**src/rtl/core/da1_reply_attribute_matcher_assert.svh**
```systemverilog
// Assertion macros for the DA1 reply attribute matcher.
// Each macro expects clk_i and rst_ni in scope.
`ifndef DA1_REPLY_ATTRIBUTE_MATCHER_ASSERT_SVH
`define DA1_REPLY_ATTRIBUTE_MATCHER_ASSERT_SVH

`ifndef SYNTHESIS
`define DAM_ASSERT_IMP(lbl, ante, cons, msg) \
  lbl: assert property (@(posedge clk_i) disable iff (!rst_ni) (ante) |-> (cons)) \
    else $error(msg);
`define DAM_ASSERT_NXT(lbl, ante, cons, msg) \
  lbl: assert property (@(posedge clk_i) disable iff (!rst_ni) (ante) |=> (cons)) \
    else $error(msg);
`else
`define DAM_ASSERT_IMP(lbl, ante, cons, msg)
`define DAM_ASSERT_NXT(lbl, ante, cons, msg)
`endif

`endif

```
**src/rtl/core/dam_pkg.sv**
```systemverilog
package dam_pkg;

  localparam int unsigned ByteW = 8;
  localparam int unsigned AttrW = 17;

  localparam logic [AttrW-1:0] ClampLimit = 17'd100000;
  localparam logic [AttrW-1:0] WantedReset = 17'd4;

  localparam logic [ByteW-1:0] ChEsc  = 8'h1b;
  localparam logic [ByteW-1:0] ChLbr  = 8'h5b; // '['
  localparam logic [ByteW-1:0] ChQm   = 8'h3f; // '?'
  localparam logic [ByteW-1:0] ChSemi = 8'h3b; // ';'
  localparam logic [ByteW-1:0] ChC    = 8'h63; // 'c'
  localparam logic [ByteW-1:0] Ch0    = 8'h30;
  localparam logic [ByteW-1:0] Ch9    = 8'h39;

  typedef enum logic [1:0] {
    ST_SEARCH,
    ST_ESC,
    ST_CSI,
    ST_BODY
  } stage_e;

  typedef struct packed {
    logic [ByteW-1:0] reply_byte;
    logic             last_byte;
  } item_t;

endpackage

```
**src/rtl/core/dam_in_reg.sv**
```systemverilog
module dam_in_reg
  import dam_pkg::*;
(
  input  logic             clk_i,
  input  logic             rst_ni,
  input  logic             s_valid_i,
  output logic             s_ready_o,
  input  logic [ByteW-1:0] s_data_i,
  input  logic             s_last_i,
  input  logic             adv_i,
  output logic             valid_o,
  output item_t            item_o
);

  logic  valid_q, valid_d;
  item_t item_q;
  logic  load;

  assign s_ready_o = !valid_q || adv_i;
  assign load      = s_valid_i && s_ready_o;

  always_comb begin
    valid_d = valid_q;
    if (load) begin
      valid_d = 1'b1;
    end else if (adv_i) begin
      valid_d = 1'b0;
    end
  end

  always_ff @(posedge clk_i or negedge rst_ni) begin
    if (!rst_ni) begin
      valid_q <= 1'b0;
    end else begin
      valid_q <= valid_d;
    end
  end

  always_ff @(posedge clk_i) begin
    if (load) begin
      item_q.reply_byte <= s_data_i;
      item_q.last_byte  <= s_last_i;
    end
  end

  assign valid_o = valid_q;
  assign item_o  = item_q;

endmodule

```
**src/rtl/core/dam_parser.sv**
```systemverilog
`include "da1_reply_attribute_matcher_assert.svh"

module dam_parser
  import dam_pkg::*;
(
  input  logic             clk_i,
  input  logic             rst_ni,
  input  logic             en_i,
  input  item_t            item_i,
  input  logic [AttrW-1:0] wanted_i,
  output logic             found_o
);

  stage_e           stage_q, stage_d;
  logic [AttrW-1:0] acc_q, acc_d;
  logic             dig_q, dig_d;
  logic             found_q, found_d;

  logic [ByteW-1:0] b;
  logic             is_digit;
  logic             is_end;
  stage_e           restart;
  logic [AttrW+3:0] acc_x10;

  assign b        = item_i.reply_byte;
  assign is_digit = (b >= Ch0) && (b <= Ch9);
  assign is_end   = (b == ChSemi) || (b == ChC);
  assign restart  = (b == ChEsc) ? ST_ESC : ST_SEARCH;
  assign acc_x10  = {1'b0, acc_q, 3'b000} + {3'b000, acc_q, 1'b0} + {13'd0, b - Ch0};

  // next state
  always_comb begin
    stage_d = stage_q;
    acc_d   = acc_q;
    dig_d   = dig_q;
    found_d = found_q;
    case (stage_q)
      ST_SEARCH: stage_d = restart;
      ST_ESC: begin
        stage_d = (b == ChLbr) ? ST_CSI : restart;
      end
      ST_CSI: begin
        if (b == ChQm) begin
          stage_d = ST_BODY;
          acc_d   = '0;
          dig_d   = 1'b0;
        end else begin
          stage_d = restart;
        end
      end
      ST_BODY: begin
        if (is_digit) begin
          acc_d = (acc_x10 > {4'd0, ClampLimit}) ? ClampLimit : acc_x10[AttrW-1:0];
          dig_d = 1'b1;
        end else if (is_end) begin
          if (dig_q && (acc_q == wanted_i)) begin
            found_d = 1'b1;
          end
          acc_d = '0;
          dig_d = 1'b0;
          if (b == ChC) begin
            stage_d = ST_SEARCH;
          end
        end else begin
          acc_d   = '0;
          dig_d   = 1'b0;
          stage_d = restart;
        end
      end
      default: stage_d = ST_SEARCH;
    endcase
  end

  // outputs
  always_comb begin
    found_o = found_d;
  end

  always_ff @(posedge clk_i or negedge rst_ni) begin
    if (!rst_ni) begin
      stage_q <= ST_SEARCH;
      acc_q   <= '0;
      dig_q   <= 1'b0;
      found_q <= 1'b0;
    end else if (en_i) begin
      if (item_i.last_byte) begin
        stage_q <= ST_SEARCH;
        acc_q   <= '0;
        dig_q   <= 1'b0;
        found_q <= 1'b0;
      end else begin
        stage_q <= stage_d;
        acc_q   <= acc_d;
        dig_q   <= dig_d;
        found_q <= found_d;
      end
    end
  end

  `DAM_ASSERT_IMP(a_acc_clamped, 1'b1, acc_q <= ClampLimit, "accumulator above clamp")
  `DAM_ASSERT_IMP(a_dig_in_body, dig_q, stage_q == ST_BODY, "digits outside body")
  `DAM_ASSERT_IMP(a_acc_has_dig, acc_q != '0, dig_q, "nonzero accumulator without digits")
  `DAM_ASSERT_NXT(a_found_sticky, found_q && !(en_i && item_i.last_byte), found_q,
                  "found flag dropped inside window")

endmodule

```
**src/rtl/core/da1_reply_attribute_matcher.sv**
```systemverilog
// DA1 reply attribute matcher: takes one terminal reply byte per word on the
// slave side and returns one word per byte on the master side, telling
// whether the wanted attribute number has appeared in an ESC [ ? ... c answer
// so far in the current window. A word with tlast closes the window; its
// result is final and the window state clears after it. Throughput is one
// byte per clock while the master side takes results; each result word is
// registered, its byte passing the input register and the parser into the
// result register. A stalled result holds at most one more byte in the input
// register before tready drops. The attribute register resets to 4; the user
// must write it with cfg_we_i only while idle; the block does not enforce it.
`include "da1_reply_attribute_matcher_assert.svh"

module da1_reply_attribute_matcher
  import dam_pkg::*;
(
  input  logic             clk_i,
  input  logic             rst_ni,
  input  logic             cfg_we_i,
  input  logic [AttrW-1:0] cfg_wdata_i,
  input  logic             s_axis_tvalid,
  output logic             s_axis_tready,
  input  logic [7:0]       s_axis_tdata,  // [7:0] reply_byte
  input  logic             s_axis_tlast,  // last_byte
  output logic             m_axis_tvalid,
  input  logic             m_axis_tready,
  output logic [7:0]       m_axis_tdata,  // [0] attribute_found, [7:1] zero
  output logic             m_axis_tlast   // window_done
);

  logic [AttrW-1:0] wanted_q;
  logic             in_valid;
  item_t            in_item;
  logic             out_free;
  logic             adv;
  logic             found;
  logic             m_valid_q, m_valid_d;
  logic             found_q;
  logic             done_q;

  always_ff @(posedge clk_i or negedge rst_ni) begin
    if (!rst_ni) begin
      wanted_q <= WantedReset;
    end else if (cfg_we_i) begin
      wanted_q <= cfg_wdata_i;
    end
  end

  assign out_free = !m_valid_q || m_axis_tready;
  assign adv      = in_valid && out_free;

  dam_in_reg u_in_reg (
    .clk_i     (clk_i),
    .rst_ni    (rst_ni),
    .s_valid_i (s_axis_tvalid),
    .s_ready_o (s_axis_tready),
    .s_data_i  (s_axis_tdata),
    .s_last_i  (s_axis_tlast),
    .adv_i     (adv),
    .valid_o   (in_valid),
    .item_o    (in_item)
  );

  dam_parser u_parser (
    .clk_i    (clk_i),
    .rst_ni   (rst_ni),
    .en_i     (adv),
    .item_i   (in_item),
    .wanted_i (wanted_q),
    .found_o  (found)
  );

  always_comb begin
    m_valid_d = m_valid_q;
    if (adv) begin
      m_valid_d = 1'b1;
    end else if (m_axis_tready) begin
      m_valid_d = 1'b0;
    end
  end

  always_ff @(posedge clk_i or negedge rst_ni) begin
    if (!rst_ni) begin
      m_valid_q <= 1'b0;
    end else begin
      m_valid_q <= m_valid_d;
    end
  end

  always_ff @(posedge clk_i) begin
    if (adv) begin
      found_q <= found;
      done_q  <= in_item.last_byte;
    end
  end

  assign m_axis_tvalid = m_valid_q;
  assign m_axis_tdata  = {7'd0, found_q};
  assign m_axis_tlast  = done_q;

  `DAM_ASSERT_NXT(a_adv_fills_out, adv, m_valid_q, "result word lost")
  `DAM_ASSERT_NXT(a_out_held, m_valid_q && !m_axis_tready, m_valid_q && $stable(found_q),
                  "stalled result changed")
  `DAM_ASSERT_IMP(a_no_adv_blocked, adv, !m_valid_q || m_axis_tready,
                  "advance into occupied result register")

endmodule
```
**config.mk**
```make
export PLATFORM = sky130hd
export DESIGN_NAME = da1_reply_attribute_matcher
export DESIGN_NICKNAME = d
export VERILOG_FILES = /design/src/rtl/core/dam_pkg.sv /design/src/rtl/core/dam_in_reg.sv /design/src/rtl/core/dam_parser.sv /design/src/rtl/core/da1_reply_attribute_matcher.sv
export VERILOG_INCLUDE_DIRS = /design/src /design/src/rtl/core
export SDC_FILE = /design/constraint.sdc
export NUM_CORES = 1
export LEC_CHECK = 0
export ABC_AREA = 0
export BUFFER_PORTS_ARGS = -buffer_cell sky130_fd_sc_hd__buf_2
export CORE_ASPECT_RATIO = 0.6
export CORE_MARGIN = 3
export CORE_UTILIZATION = 59
export CTS_CLUSTER_DIAMETER = 60
export DETAILED_ROUTE_END_ITERATION = 8
export PLACE_DENSITY = 0.78
export SLEW_MARGIN = 20
export SYNTH_ARGS = -nofsm -noshare
export SYNTH_HDL_FRONTEND = slang
export SYNTH_SLANG_ARGS = --single-unit
```
**constraint.sdc**
```tcl
create_clock -name clk_i -period 3.67 [get_ports clk_i]
set_input_delay 0.1835 -clock clk_i [delete_from_list [all_inputs] [get_ports clk_i]]
set_output_delay 0.1835 -clock clk_i [all_outputs]
set_load 0.01 [all_outputs]
```
==> out/metrics.cfg <==
[outcome]
outcome = complete, no violations

[die]
row_count = 21
die_w_um = 108.5
core_area_um2 = 5833
dieHeight_um = 67.51
die_area_um2 = 7325
start_util = 0.6377
io_pins = 42

[worst_setup_path]
path_delay_family = adder cells
path_common_cell = ha_4
slowest_stage = edfxtp_1
critPathMaxFanout = 6
crit_type = reg -> reg
reg2reg_slack_ns = 0.08
reg2reg_from = u_in_reg.item_o[6]$_DFFE_PP_
crit_chain = ha_4, xor2_2, fa_1, inv_2, ha_4, o211ai_1, o211ai_4, nand3_4, a21oi_2, nor3_2, nor4b_4, and2_4, a32o_2
critPathBufInv = 1
max_stage_delay_ns = 0.52
worstPathArrival_ns = 3.85
required_ns = 3.93
r2r_end = u_parser.acc_q[4]$_DFFE_PN0P_
worst_setup_path_end_kind = flip-flop
r2r_cells = 13
startpoint_type = flip-flop

[run]
cap_violations = 0

[place]
io_buffers = 34
place_hpwl_um = 6564
place_area_um2 = 3958
gp_congestion = 0.8340
place_ws_ns = -0.09773

[yosys]
ys_ff_latch = 51
syn_inst = 354
synth_area_um2 = 3720
synth_area_per_cell_um2 = 10.51
async_reset_ff_frac = 0.7843
ys.flop_type = dfrtp_1
synth_edf_count = 11
yosysSeqAreaShare = 0.3582
netlist-cell-type-count = 77
synth_warnings = 0

[drt]
antenna_left = 0
wl_per_cell_um = 18.38
route.vias.total = 2979
drt_first_iter_violations = 319
drt_wl_total_um = 8898
firstDrtPassIters = 5
viasPerCell = 6.155
drc = 0

[timing]
rsz0062_at_grt = true
finalWorstSetupSlack_ns = 0.07560
skew_ns = 0.01105
finalHoldViolCount = 0
drv_slew = 0
clock.fmax_ghz = 0.2782
slew_headroom = 0.4254
fin_crit_sh = 0.9794
worst_pin_slew_ns = 0.8619
setup_viol = 0
layout_min_cycle_time_ns = 3.594

[pwr]
seqPwrFrac = 0.561
clkPwrFrac = 0.302
power_switching_w = 0.0002904
p_leak_nw = 2.063
ir_drop_mv = 0.1744
power.density_nw_per_um2 = 262.6
power_w = 0.001130
power_frac_comb = 0.138
internal_power_w = 0.0008396
switching_share = 0.2570

[cells_and_area]
multi_input_area_um2 = 2385
fin_util = 0.7377
stdcell_area_um2 = 4303
layout-drive-gt1-share = 0.3243
regArea_um2 = 1333
nFillCells = 413
nets = 472
insertedDiodeCount = 0
syn2layout_area_growth_pct = 15.67

[global_route]
antenna_found_initial = 0
grt_pass1_wl_um = 13520
grt_overflow_total = 0
grt_usage = 0.2465
grt_max_degree = 41
grt_pass1_vias = 2647

[cts]
ctsHtreeMaxLevel = 2
cts_sinks = 51
root_buffer = clkbuf_8
clkLatencyLatePin_ns = 0.32
cts_tree = built
path_clk_slew_ns = 0.09
clk_path_buf_depth = 2
numCtsBuffers = 5

[min_path]
min_from = s_axis_tlast
min_to = u_in_reg.item_o[0]$_DFFE_PP_
min_path_cells = 1
hp-class = in -> reg

==> power by group through the flow <==
| stage | clock, W | sequential, W | combinational [W] |
|---|---|---|---|
| after floorplan | 0 | 0.000640 | 0.0000942 |
| after global placement | 0 | 0.000642 | 0.000134 |
| after detailed placement | 0 | 0.000643 | 0.000137 |
| after CTS | 0.000346 | 0.000632 | 0.000140 |
| after global routing | 0.000376 | 0.000637 | 0.000171 |
| final | 0.000341 | 0.000634 | 0.000156 |
==> state kept, by name (all words and copies together), names as in the netlist, 2 cells and up <==
register          count
u_parser.acc_q       17
wanted_q             17
u_in_reg.item_o       9
u_parser.stage_q      2
==> cells by family (layout without fill, tap and decap cells) <==
group	count (synthesis)	count (layout)	share of synthesized area
buffers and inverters	40	83	0.05718
other	1	7	0.001008
XOR/XNOR	26	26	0.06122
AO/OA/AOI/OAI	90	90	0.1921
multiplexers	18	18	0.05449
adder cells (fa/ha/maj)	38	38	0.1399
AND/OR/NAND/NOR	90	91	0.1359
flip-flops	51	51	0.3582
==> worst register-to-register path, delay by kind of cell, from the launching register on <==
kind,cells,cell delay (ns)
adder cells (fa/ha/maj),3,1.00
AND/OR/NAND/NOR,4,0.92
AO/OA/AOI/OAI,4,0.91
flip-flops,1,0.52
XOR/XNOR,1,0.14
buffers and inverters,1,0.05
==> synth_stat cells, drive strengths merged, types with 2 or more instances <==
| master | instances | area share |
|---|---|---|
| a21boi | 2 | 0.0050 |
| nand2 | 28 | 0.028 |
| inv | 24 | 0.024 |
| ha | 32 | 0.11 |
| nor3 | 4 | 0.0067 |
| a211oi | 4 | 0.014 |
| buf | 15 | 0.032 |
| o21ai | 19 | 0.026 |
| nor4b | 2 | 0.0087 |
| a31oi | 3 | 0.0091 |
| nand4 | 3 | 0.0050 |
| and2 | 5 | 0.0094 |
| and3 | 4 | 0.0074 |
| o21a | 3 | 0.0061 |
| nand2b | 7 | 0.012 |
| a32o | 9 | 0.026 |
| a2111oi | 2 | 0.0050 |
| a311oi | 2 | 0.0047 |
| a22oi | 4 | 0.0081 |
| nand3b | 3 | 0.0061 |
| a21o | 9 | 0.019 |
| o211ai | 5 | 0.015 |
| a21oi | 14 | 0.020 |
| xnor2 | 10 | 0.024 |
| nor4 | 5 | 0.010 |
| o41ai | 2 | 0.0047 |
| fa | 6 | 0.032 |
| dfrtp | 39 | 0.26 |
| nor2 | 17 | 0.018 |
| a22o | 2 | 0.0047 |
| edfxtp | 11 | 0.089 |
| nand3 | 5 | 0.010 |
| or2 | 2 | 0.0040 |
| mux2 | 18 | 0.054 |
| xor2 | 16 | 0.038 |
==> how the worst max path moves through the flow <==
stage | from | to | cells after the start
after detailed placement | u_in_reg.item_o[5]$_DFFE_PP_ | u_parser.acc_q[1]$_DFFE_PN0P_ | 13
after global placement | u_in_reg.item_o[5]$_DFFE_PP_ | u_parser.acc_q[0]$_DFFE_PN0P_ | 13
after global routing | u_in_reg.item_o[6]$_DFFE_PP_ | u_parser.acc_q[2]$_DFFE_PN0P_ | 13
final | u_in_reg.item_o[6]$_DFFE_PP_ | u_parser.acc_q[4]$_DFFE_PN0P_ | 13
after CTS | u_in_reg.item_o[5]$_DFFE_PP_ | u_parser.acc_q[1]$_DFFE_PN0P_ | 13
after floorplan | u_in_reg.item_o[5]$_DFFE_PP_ | u_parser.acc_q[0]$_DFFE_PN0P_ | 14
==> per-layer routing <==
layer  track usage  wire length (um)
met1        0.3842              4287
met2        0.3246              3572
met3       0.08214               894
met4       0.05669               144
met5             0                 0
==> per-stage QoR <==
step / instances / TNS [ns] / hold WS [ns]
finish: 484 / 0 / 0.03820
global placement: 467 / 0 / 0.3366
floorplan: 360 / 0 / -0.1121
detailed placement: 467 / -0.8937 / 0.3404
global route: 484 / -0.3166 / 0.01686
CTS: 478 / 0 / 0.03525
==> timing repair <==
item	in CTS	in global routing
hold buffers	1	0
setup endpoints to repair	12	14
setup buffers	2	5
resized for setup	3	33
gates cloned	0	1
pin swaps	3	9
hold endpoints to repair	29	0
==> cell type report <==
type	count	area share
Clock inverter	1	0.002035
Inverter	24	0.02094
Sequential cell	51	0.3097
Multi-Input combinational cell	270	0.5542
Clock buffer	7	0.02006
Tap cell	80	0.02326
Timing Repair Buffer	51	0.06979
==> layout by cell type, fill, tap and decap left out, types with 4 or more instances in the layout <==
cell type,count
a21oi_2,5
nand2b_1,6
inv_1,21
conb_1,7
nand2_1,26
buf_4,16
a21o_1,6
nor2_1,16
ha_1,26
o21ai_1,11
a21oi_1,9
edfxtp_1,11
a32o_2,6
fa_1,6
xor2_1,15
o21ai_0,8
ha_4,5
xnor2_1,10
nand3_1,4
a22oi_1,4
dfrtp_1,39
mux2_2,18
nor4_1,4
buf_2,34
clkbuf_8,6
Note: power is estimated with default switching activity, not from simulation.
